`config.mk`:
```
export PLATFORM = sky130hd
export DESIGN_NAME = antialiased_line_generator_core
export DESIGN_NICKNAME = d
export VERILOG_FILES = /design/src/sv/aalg_pkg.sv /design/src/sv/antialiased_line_generator_core.sv /design/src/sv/aalg_divider.sv
export SDC_FILE = /design/constraint.sdc
export NUM_CORES = 1
export LEC_CHECK = 0
export ABC_AREA = 1
export BUFFER_PORTS_ARGS = -buffer_cell sky130_fd_sc_hd__buf_2
export CORE_AREA = 2 2 193 195
export CTS_BUF_LIST = sky130_fd_sc_hd__clkbuf_4 sky130_fd_sc_hd__clkbuf_8
export CTS_CLUSTER_SIZE = 8
export DETAILED_ROUTE_END_ITERATION = 12
export DIE_AREA = 0 0 195 197
export PLACE_DENSITY = 0.87
export SETUP_SLACK_MARGIN = 0.02
export SLEW_MARGIN = 20
export SYNTH_ARGS = -nofsm -noshare
export SYNTH_HDL_FRONTEND = slang
export SYNTH_SLANG_ARGS = --single-unit
```
`constraint.sdc`:
```
create_clock -name clk -period 13.9 [get_ports clk]
set_clock_uncertainty 0.15 [all_clocks]
set_input_delay 0.695 -clock clk [delete_from_list [all_inputs] [get_ports clk]]
set_output_delay 0.695 -clock clk [all_outputs]
set_load 0.01 [all_outputs]
```
`src/sv/aalg_pkg.sv`:
```
// ----------------------------------------------------------------------------
// aalg_pkg
// Shared widths, constants and command codes of the antialiased line generator
// ----------------------------------------------------------------------------
package aalg_pkg;

    localparam int COORD_BITS  = 12;
    localparam int FRAC_BITS   = 16;
    localparam int ALPHA_BITS  = 8;

    localparam logic [ALPHA_BITS-1:0] ALPHA_RESET = 8'hFF;

    // coverage times this scale must reach 1.0 for a visible pixel
    localparam int VIS_SCALE = 100;

    localparam logic CMD_START   = 1'b0;
    localparam logic CMD_ADVANCE = 1'b1;

endpackage

```
`src/sv/antialiased_line_generator_core.sv`:
```
// ----------------------------------------------------------------------------
// antialiased_line_generator_core
// Wu antialiased line rasterizer with fixed-point slope and coverage alpha
// ----------------------------------------------------------------------------
// A start command (command 0) takes two endpoints and yields the four
// endpoint-cap pixels; each advance command (command 1) yields the two
// pixels of the next interior column, the final one flagged by last.
// Input and pixel channels use valid/stall: a transfer happens on a clock
// edge with valid high and stall low. in_stall is high while an item is
// being worked on, so one item is handled at a time.
// A start is decoded, then runs through the restoring divider (one quotient
// bit per cycle, skipped for a zero-length line), then emits the four caps.
// An advance is decoded and then emits its two pixels one after the other.
// An advance with no line active produces no pixel.
// A single output register holds a pixel while the receiver stalls; the
// sequencer waits for it to drain, so nothing is lost or repeated.
// Reset clears the line state and sets color_alpha to 255. The user is to
// write the color_alpha register over the cfg channel only while idle; the
// block itself does not enforce this.
// ----------------------------------------------------------------------------
module antialiased_line_generator_core #(
    parameter int FRAC_BITS = aalg_pkg::FRAC_BITS
) (
    input  logic                                clk,
    input  logic                                rst_n,

    input  logic                                in_valid,
    output logic                                in_stall,
    input  logic                                command,
    input  logic [aalg_pkg::COORD_BITS-1:0]     x_start,
    input  logic [aalg_pkg::COORD_BITS-1:0]     y_start,
    input  logic [aalg_pkg::COORD_BITS-1:0]     x_end,
    input  logic [aalg_pkg::COORD_BITS-1:0]     y_end,

    output logic                                out_valid,
    input  logic                                out_stall,
    output logic [aalg_pkg::COORD_BITS:0]       pixel_x,
    output logic [aalg_pkg::COORD_BITS:0]       pixel_y,
    output logic [aalg_pkg::ALPHA_BITS-1:0]     pixel_alpha,
    output logic                                visible,
    output logic                                last,

    input  logic                                cfg_valid,
    output logic                                cfg_ready,
    input  logic [aalg_pkg::ALPHA_BITS-1:0]     cfg_data
);

    localparam int CB = aalg_pkg::COORD_BITS;
    localparam int AB = aalg_pkg::ALPHA_BITS;
    localparam int QW = FRAC_BITS + 1;
    localparam int SW = FRAC_BITS + 2;
    localparam int IW = CB + FRAC_BITS + 2;
    localparam int RW = CB + 2;
    localparam int NW = CB + FRAC_BITS + 1;
    localparam int PW = QW + AB;
    localparam int VW = FRAC_BITS + 8;

    localparam logic [QW-1:0] COV_ONE  = {1'b1, {FRAC_BITS{1'b0}}};
    localparam logic [QW-1:0] COV_HALF = {2'b01, {(FRAC_BITS-1){1'b0}}};
    localparam logic [1:0]    PIX_LAST = 2'd3;

    typedef enum logic [3:0] {
        ST_IDLE = 4'b0001,
        ST_DIV  = 4'b0010,
        ST_CAP  = 4'b0100,
        ST_COL  = 4'b1000
    } state_t;

    state_t          state_reg, state_next;
    logic [1:0]      pix_reg, pix_next;
    logic            line_active_reg, line_active_next;
    logic            steep_reg, steep_next;
    logic            zero_reg, zero_next;
    logic            dyneg_reg, dyneg_next;
    logic [CB-1:0]   x0_reg, x0_next;
    logic [CB-1:0]   y0_reg, y0_next;
    logic [CB-1:0]   x1_reg, x1_next;
    logic [CB-1:0]   y1_reg, y1_next;
    logic [CB:0]     column_now_reg, column_now_next;
    logic [CB:0]     column_stop_reg, column_stop_next;
    logic [IW-1:0]   intercept_reg, intercept_next;
    logic [SW-1:0]   slope_reg, slope_next;
    logic [AB-1:0]   color_alpha_reg;
    logic            out_valid_reg;

    logic [CB:0]     pixel_x_reg;
    logic [CB:0]     pixel_y_reg;
    logic [AB-1:0]   pixel_alpha_reg;
    logic            visible_reg;
    logic            last_reg;

    logic            in_accept;
    logic            emit;
    logic            div_start;
    logic            div_done;
    logic [QW-1:0]   div_quot;

    logic [CB-1:0]   adx, ady, a0, b0, a1, b1;
    logic [CB-1:0]   ox0, oy0, ox1, oy1, dxw, mag;
    logic            steep, swp, dyneg;
    logic [NW-1:0]   numer;

    logic [SW-1:0]   slope_calc;
    logic [CB:0]     col_first;
    logic            fin;

    logic [CB:0]     sel_col;
    logic [RW-1:0]   sel_row;
    logic [QW-1:0]   sel_cov;
    logic            sel_last;
    logic [RW-1:0]   base;
    logic [PW-1:0]   alpha_prod;
    logic [VW-1:0]   cov_scaled;
    logic            row_neg;
    logic [CB:0]     row_pix;
    logic [AB-1:0]   pix_alpha;
    logic            pix_vis;

    assign in_stall  = (state_reg != ST_IDLE);
    assign in_accept = in_valid && !in_stall;
    assign cfg_ready = 1'b1;
    assign emit      = ((state_reg == ST_CAP) || (state_reg == ST_COL))
                       && (!out_valid_reg || !out_stall);

    // endpoint decode: steep swap, then order by major coordinate
    always_comb
    begin
        adx   = (x_end >= x_start) ? x_end - x_start : x_start - x_end;
        ady   = (y_end >= y_start) ? y_end - y_start : y_start - y_end;
        steep = ady > adx;
        a0    = steep ? y_start : x_start;
        b0    = steep ? x_start : y_start;
        a1    = steep ? y_end : x_end;
        b1    = steep ? x_end : y_end;
        swp   = a0 > a1;
        ox0   = swp ? a1 : a0;
        oy0   = swp ? b1 : b0;
        ox1   = swp ? a0 : a1;
        oy1   = swp ? b0 : b1;
        dxw   = ox1 - ox0;
        dyneg = oy0 > oy1;
        mag   = dyneg ? oy0 - oy1 : oy1 - oy0;
        numer = {1'b0, mag, {FRAC_BITS{1'b0}}} + NW'(dxw >> 1);
    end

    aalg_divider #(
        .COORD_BITS (CB),
        .FRAC_BITS  (FRAC_BITS)
    ) u_divider (
        .clk   (clk),
        .rst_n (rst_n),
        .start (div_start),
        .numer (numer),
        .denom (dxw),
        .done  (div_done),
        .quot  (div_quot)
    );

    always_comb
    begin
        if (zero_reg)
            slope_calc = SW'(COV_ONE);
        else if (dyneg_reg)
            slope_calc = SW'(0) - {1'b0, div_quot};
        else
            slope_calc = {1'b0, div_quot};
    end

    assign col_first = {1'b0, x0_reg} + (CB+1)'(1);
    assign fin       = (column_now_reg + (CB+1)'(1)) >= column_stop_reg;
    assign base      = intercept_reg[IW-1:FRAC_BITS];

    // sequencer
    always_comb
    begin
        state_next       = state_reg;
        pix_next         = pix_reg;
        line_active_next = line_active_reg;
        steep_next       = steep_reg;
        zero_next        = zero_reg;
        dyneg_next       = dyneg_reg;
        x0_next          = x0_reg;
        y0_next          = y0_reg;
        x1_next          = x1_reg;
        y1_next          = y1_reg;
        column_now_next  = column_now_reg;
        column_stop_next = column_stop_reg;
        intercept_next   = intercept_reg;
        slope_next       = slope_reg;
        div_start        = 1'b0;
        unique case (state_reg)
            ST_IDLE:
            begin
                if (in_accept)
                begin
                    if (command == aalg_pkg::CMD_START)
                    begin
                        steep_next = steep;
                        dyneg_next = dyneg;
                        zero_next  = (dxw == '0);
                        div_start  = (dxw != '0);
                        x0_next    = ox0;
                        y0_next    = oy0;
                        x1_next    = ox1;
                        y1_next    = oy1;
                        state_next = ST_DIV;
                    end
                    else if (line_active_reg)
                    begin
                        pix_next   = '0;
                        state_next = ST_COL;
                    end
                end
            end
            ST_DIV:
            begin
                if (zero_reg || div_done)
                begin
                    slope_next       = slope_calc;
                    intercept_next   = {2'b00, y0_reg, {FRAC_BITS{1'b0}}}
                                       + {{(IW-SW){slope_calc[SW-1]}}, slope_calc};
                    column_now_next  = col_first;
                    column_stop_next = {1'b0, x1_reg};
                    line_active_next = col_first < {1'b0, x1_reg};
                    pix_next         = '0;
                    state_next       = ST_CAP;
                end
            end
            ST_CAP:
            begin
                if (emit)
                begin
                    pix_next = pix_reg + 2'd1;
                    if (pix_reg == PIX_LAST)
                        state_next = ST_IDLE;
                end
            end
            ST_COL:
            begin
                if (emit)
                begin
                    if (pix_reg == '0)
                        pix_next = 2'd1;
                    else
                    begin
                        intercept_next  = intercept_reg
                                          + {{(IW-SW){slope_reg[SW-1]}}, slope_reg};
                        column_now_next = column_now_reg + (CB+1)'(1);
                        if (fin)
                            line_active_next = 1'b0;
                        state_next = ST_IDLE;
                    end
                end
            end
            default:
            begin
                state_next = ST_IDLE;
            end
        endcase
    end

    // pixel selection
    always_comb
    begin
        sel_col  = column_now_reg;
        sel_row  = base;
        sel_cov  = COV_ONE - {1'b0, intercept_reg[FRAC_BITS-1:0]};
        sel_last = 1'b0;
        if (state_reg == ST_COL)
        begin
            if (pix_reg != '0)
            begin
                sel_row  = base + RW'(1);
                sel_cov  = {1'b0, intercept_reg[FRAC_BITS-1:0]};
                sel_last = fin;
            end
        end
        else
        begin
            case (pix_reg)
                2'd0:
                begin
                    sel_col = {1'b0, x0_reg};
                    sel_row = {2'b00, y0_reg};
                    sel_cov = COV_HALF;
                end
                2'd1:
                begin
                    sel_col = {1'b0, x0_reg};
                    sel_row = {2'b00, y0_reg} + RW'(1);
                    sel_cov = '0;
                end
                2'd2:
                begin
                    sel_col = {1'b0, x1_reg};
                    sel_row = {2'b00, y1_reg};
                    sel_cov = COV_HALF;
                end
                default:
                begin
                    sel_col  = {1'b0, x1_reg};
                    sel_row  = {2'b00, y1_reg} + RW'(1);
                    sel_cov  = '0;
                    sel_last = !line_active_reg;
                end
            endcase
        end
    end

    // coverage to alpha and visibility
    assign alpha_prod = PW'(sel_cov) * PW'(color_alpha_reg);
    assign cov_scaled = VW'(sel_cov) * VW'(aalg_pkg::VIS_SCALE);
    assign row_neg    = sel_row[RW-1];
    assign row_pix    = row_neg ? '0 : sel_row[CB:0];
    assign pix_alpha  = row_neg ? '0 : alpha_prod[FRAC_BITS +: AB];
    assign pix_vis    = !row_neg && (cov_scaled >= VW'(COV_ONE));

    always_ff @(posedge clk or negedge rst_n)
    begin
        if (!rst_n)
        begin
            state_reg       <= ST_IDLE;
            pix_reg         <= '0;
            line_active_reg <= 1'b0;
            steep_reg       <= 1'b0;
            zero_reg        <= 1'b0;
            dyneg_reg       <= 1'b0;
            column_now_reg  <= '0;
            column_stop_reg <= '0;
            intercept_reg   <= '0;
            slope_reg       <= '0;
            color_alpha_reg <= aalg_pkg::ALPHA_RESET;
            out_valid_reg   <= 1'b0;
        end
        else
        begin
            state_reg       <= state_next;
            pix_reg         <= pix_next;
            line_active_reg <= line_active_next;
            steep_reg       <= steep_next;
            zero_reg        <= zero_next;
            dyneg_reg       <= dyneg_next;
            column_now_reg  <= column_now_next;
            column_stop_reg <= column_stop_next;
            intercept_reg   <= intercept_next;
            slope_reg       <= slope_next;
            if (cfg_valid && cfg_ready)
                color_alpha_reg <= cfg_data;
            if (emit)
                out_valid_reg <= 1'b1;
            else if (!out_stall)
                out_valid_reg <= 1'b0;
        end
    end

    always_ff @(posedge clk)
    begin
        x0_reg <= x0_next;
        y0_reg <= y0_next;
        x1_reg <= x1_next;
        y1_reg <= y1_next;
        if (emit)
        begin
            pixel_x_reg     <= steep_reg ? row_pix : sel_col;
            pixel_y_reg     <= steep_reg ? sel_col : row_pix;
            pixel_alpha_reg <= pix_alpha;
            visible_reg     <= pix_vis;
            last_reg        <= sel_last;
        end
    end

    assign out_valid   = out_valid_reg;
    assign pixel_x     = pixel_x_reg;
    assign pixel_y     = pixel_y_reg;
    assign pixel_alpha = pixel_alpha_reg;
    assign visible     = visible_reg;
    assign last        = last_reg;

endmodule

```
`src/sv/aalg_divider.sv`:
```
// ----------------------------------------------------------------------------
// aalg_divider
// Iterative restoring divider for the line slope, one quotient bit per cycle
// ----------------------------------------------------------------------------
module aalg_divider #(
    parameter int COORD_BITS = aalg_pkg::COORD_BITS,
    parameter int FRAC_BITS  = aalg_pkg::FRAC_BITS
) (
    input  logic                            clk,
    input  logic                            rst_n,
    input  logic                            start,
    input  logic [COORD_BITS+FRAC_BITS:0]   numer,
    input  logic [COORD_BITS-1:0]           denom,
    output logic                            done,
    output logic [FRAC_BITS:0]              quot
);

    localparam int QW    = FRAC_BITS + 1;
    localparam int CNT_W = $clog2(QW + 1);

    logic                  busy_reg, busy_next;
    logic                  done_reg, done_next;
    logic [CNT_W-1:0]      cnt_reg, cnt_next;
    logic [COORD_BITS-1:0] rem_reg, rem_next;
    logic [QW-1:0]         low_reg, low_next;
    logic [QW-1:0]         quot_reg, quot_next;
    logic [COORD_BITS-1:0] dvs_reg, dvs_next;

    logic [COORD_BITS:0]   trial;
    logic [COORD_BITS:0]   diff;
    logic                  qbit;

    // the top bits of the numerator are already below the divisor
    assign trial = {rem_reg, low_reg[QW-1]};
    assign diff  = trial - {1'b0, dvs_reg};
    assign qbit  = trial >= {1'b0, dvs_reg};

    always_comb
    begin
        busy_next = busy_reg;
        done_next = 1'b0;
        cnt_next  = cnt_reg;
        rem_next  = rem_reg;
        low_next  = low_reg;
        quot_next = quot_reg;
        dvs_next  = dvs_reg;
        if (start)
        begin
            busy_next = 1'b1;
            cnt_next  = CNT_W'(QW);
            rem_next  = numer[COORD_BITS+FRAC_BITS:QW];
            low_next  = numer[QW-1:0];
            quot_next = '0;
            dvs_next  = denom;
        end
        else if (busy_reg)
        begin
            rem_next  = qbit ? diff[COORD_BITS-1:0] : trial[COORD_BITS-1:0];
            low_next  = {low_reg[QW-2:0], 1'b0};
            quot_next = {quot_reg[QW-2:0], qbit};
            cnt_next  = cnt_reg - CNT_W'(1);
            if (cnt_reg == CNT_W'(1))
            begin
                busy_next = 1'b0;
                done_next = 1'b1;
            end
        end
    end

    always_ff @(posedge clk or negedge rst_n)
    begin
        if (!rst_n)
        begin
            busy_reg <= 1'b0;
            done_reg <= 1'b0;
            cnt_reg  <= '0;
        end
        else
        begin
            busy_reg <= busy_next;
            done_reg <= done_next;
            cnt_reg  <= cnt_next;
        end
    end

    always_ff @(posedge clk)
    begin
        rem_reg  <= rem_next;
        low_reg  <= low_next;
        quot_reg <= quot_next;
        dvs_reg  <= dvs_next;
    end

    assign done = done_reg;
    assign quot = quot_reg;

endmodule

```
==> flow_summary.yaml <==
run_status:
  status: "complete, no violations"
worst_hold_path:
  hold_path_class: "input port to register"
cells_and_area:
  fin_nets: 3890
  syn_to_final_growth_pct: 6.58
  antenna_cells: 0
  nFillCells: 2752
  drive_above_1_share: 0.0812
  largest_register_ffs: 30
setup_path:
  start_kind: "input port"
  crit_path_top_delay_cell: "nand2_4"
  critPathKind: "input port to register"
  crit_path_end_kind: "register"
  crit_path_frequent_cell: "nand2_1"
  worstPathMaxFanout: 94
  crit_family: "simple AND/OR/NAND/NOR gates"
  cp_data_arrival_time_ns: 11.50
  cp.required_ns: 14.13
  cp.buffers_inverters: 7
  cp_slowest_stage_delay_ns: 0.71
cts:
  root_buffer: "clkbuf_8"
  cts_tree: "yes"
  cts_sinks: 241
  cts.htree.levels: 2
  cts_setup_buffers: 0
  clk_path_buf_depth: 3
  worstSkewPairLatency_ns: 0.64
  cts_buffers: 43
  clk_pin_slew_worst_paths_ns: 0.06
global_routing:
  grt_max_degree: 95
  grt_usage: 0.380
  grt_antenna_before_repair: 0
  first_global_vias: 22700
  grt_overflow_total: 0
  grt_pass1_wl_mm: 116
routing:
  vias: 23800
  wl_per_cell_um: 18.6
  drt_wl_total_mm: 73.2
  viasPerCell: 6.04
  drt_iter0_drc: 2441
  first_pass_iters: 6
  final_antenna_net_count: 0
  drt_drc_violations_left: 0
placed_design:
  dp_hpwl_mm: 57.2
  port_buffers: 99
  gp_congestion: 1.02
sta:
  period_share: 0.810
  max_freq_mhz: 88.8
  relSlewSlack: 0.268
  slew_viol_final: 0
  tightest_slew_ns: 1.09
  setup_violations: 0
  post-route-min-period_ns: 11.26
  setup_tns_ns: 0
  finalHoldViolCount: 0
  grt_setup_unrepaired: "no"
die:
  die_area_sq_um: 38400
  start_util: 0.695
  fp.dieW_um: 195
  num_io_pins: 101
  die_h_um: 197
  core_area_sq_um: 36300
  rows: 70
yosys:
  synth_area_per_cell_sq_um: 7.45
  yosysSeqAreaShare: 0.261
  yosys_warnings: 0
  synthDominantCellAreaShare: 0.149
  synthFlopType: "edfxtp_1"
  synth-seq-cells: 241
  syn-num-nets: 3829
  async_reset_ff_frac: 0.411
  yosysTopAreaCell: "edfxtp_1"
  synth_area_sq_um: 25200
  synth-edff-count: 125
  netlist_top_cells_area: "edfxtp_1 15%, ha_1 14%, nand2_1 10%, dfrtp_1 8.9%, fa_1 8.7%"
  synth_cell_types: 69
  synth_commonest_cells: "671 x nand2_1, 564 x inv_1, 384 x o21ai_0, 278 x ha_1, 243 x nor2_1"
  synthMostInstantiatedCell: "nand2_1"
  synth_cells: 3380
run:
  drv_cap: 0
==> per-stage QoR <==
stage | instance area, sq um | hold slack, ns | util | instances | setup WS [ns]
floorplan | 25200 | 0.249 | - | 3380 | 4.53
global placement | 25900 | 0.315 | 0.715 | 3863 | 2.74
detailed placement | 25900 | 0.325 | 0.715 | 3863 | 2.27
CTS | 26800 | 0.119 | 0.740 | 3943 | 2.86
global route | 26800 | 0.143 | 0.740 | 3943 | 1.71
finish | 26800 | 0.145 | 0.740 | 3943 | 2.64
==> cell usage in the layout (no fill, tap or decap), types with 12 or more instances in the layout <==
cell type	instances
nand4_1	17
xor2_1	60
buf_2	98
nand2_2	25
clkbuf_4	12
nor3_1	34
nand3_1	155
xnor2_1	33
o211ai_1	17
buf_4	14
nand2_1	671
o22ai_1	12
inv_1	562
fa_1	109
nor2_1	242
ha_1	278
a221oi_1	13
nor2_4	20
dfrtp_1	90
edfxtp_1	125
a31oi_1	28
a21o_1	12
dfxtp_1	17
or2_2	12
clkbuf_8	48
a21oi_1	233
o21ai_0	384
==> tightest hold or removal path: cells and delay by family <==
family | cells | cell delay (ns)
buffers and inverters | 1 | 0.08
AO/OA/AOI/OAI | 1 | 0.07
AND/OR/NAND/NOR | 1 | 0.05
==> metal layers <==
| metal | global-route usage | wire length [um] | vias to the layer above |
|---|---|---|---|
| met1 | 0.500 | 30000 | 11200 |
| met2 | 0.629 | 33900 | 1167 |
| met3 | 0.0566 | 6290 | 218 |
| met5 | 0 | 0 | - |
| met4 | 0.160 | 3030 | 0 |
| li1 | - | - | 11200 |
==> cells by family after synthesis <==
logic type	share of synthesized area
xor+xnor	0.0323
flops	0.261
simple gates	0.207
compound gates	0.166
fa+ha+maj	0.225
other cells	0.000149
buf+inv	0.103
mux	0.00487
==> final timing paths <==
kind                       cells after the start               start                    to  slack, ns
min in group asynchronous                      2               rst_n      intercept_reg[0]       0.50
hold / removal                                 3         cfg_data[0]    color_alpha_reg[0]       0.14
setup reg to reg                              27    intercept_reg[2]        pixel_alpha[6]       6.51
max in group asynchronous                      3               rst_n     column_now_reg[0]      11.85
hold reg to reg                                2  column_stop_reg[6]    column_stop_reg[6]       0.33
setup / recovery                              46          y_start[9]  u_divider.rem_reg[8]       2.64
==> area by class of cell <==
cell class	count	area [sq um]	area share
tap	468	586	0.0218
multi-input combinational	2470	16000	0.597
sequential	241	6580	0.245
clock buffer	60	751	0.0280
timing repair buffer	113	606	0.0226
inverter	572	2150	0.0801
clock inverter	19	144	0.00536
==> what timing repair did <==
item	CTS	global route
endpoints found under the setup margin	0	0
hold endpoints to repair	46	0
resized for setup	0	0
hold buffers	1	0
Power is not shown: default switching activity piles up to over one toggle a cycle in this logic, so the estimate is an artifact.
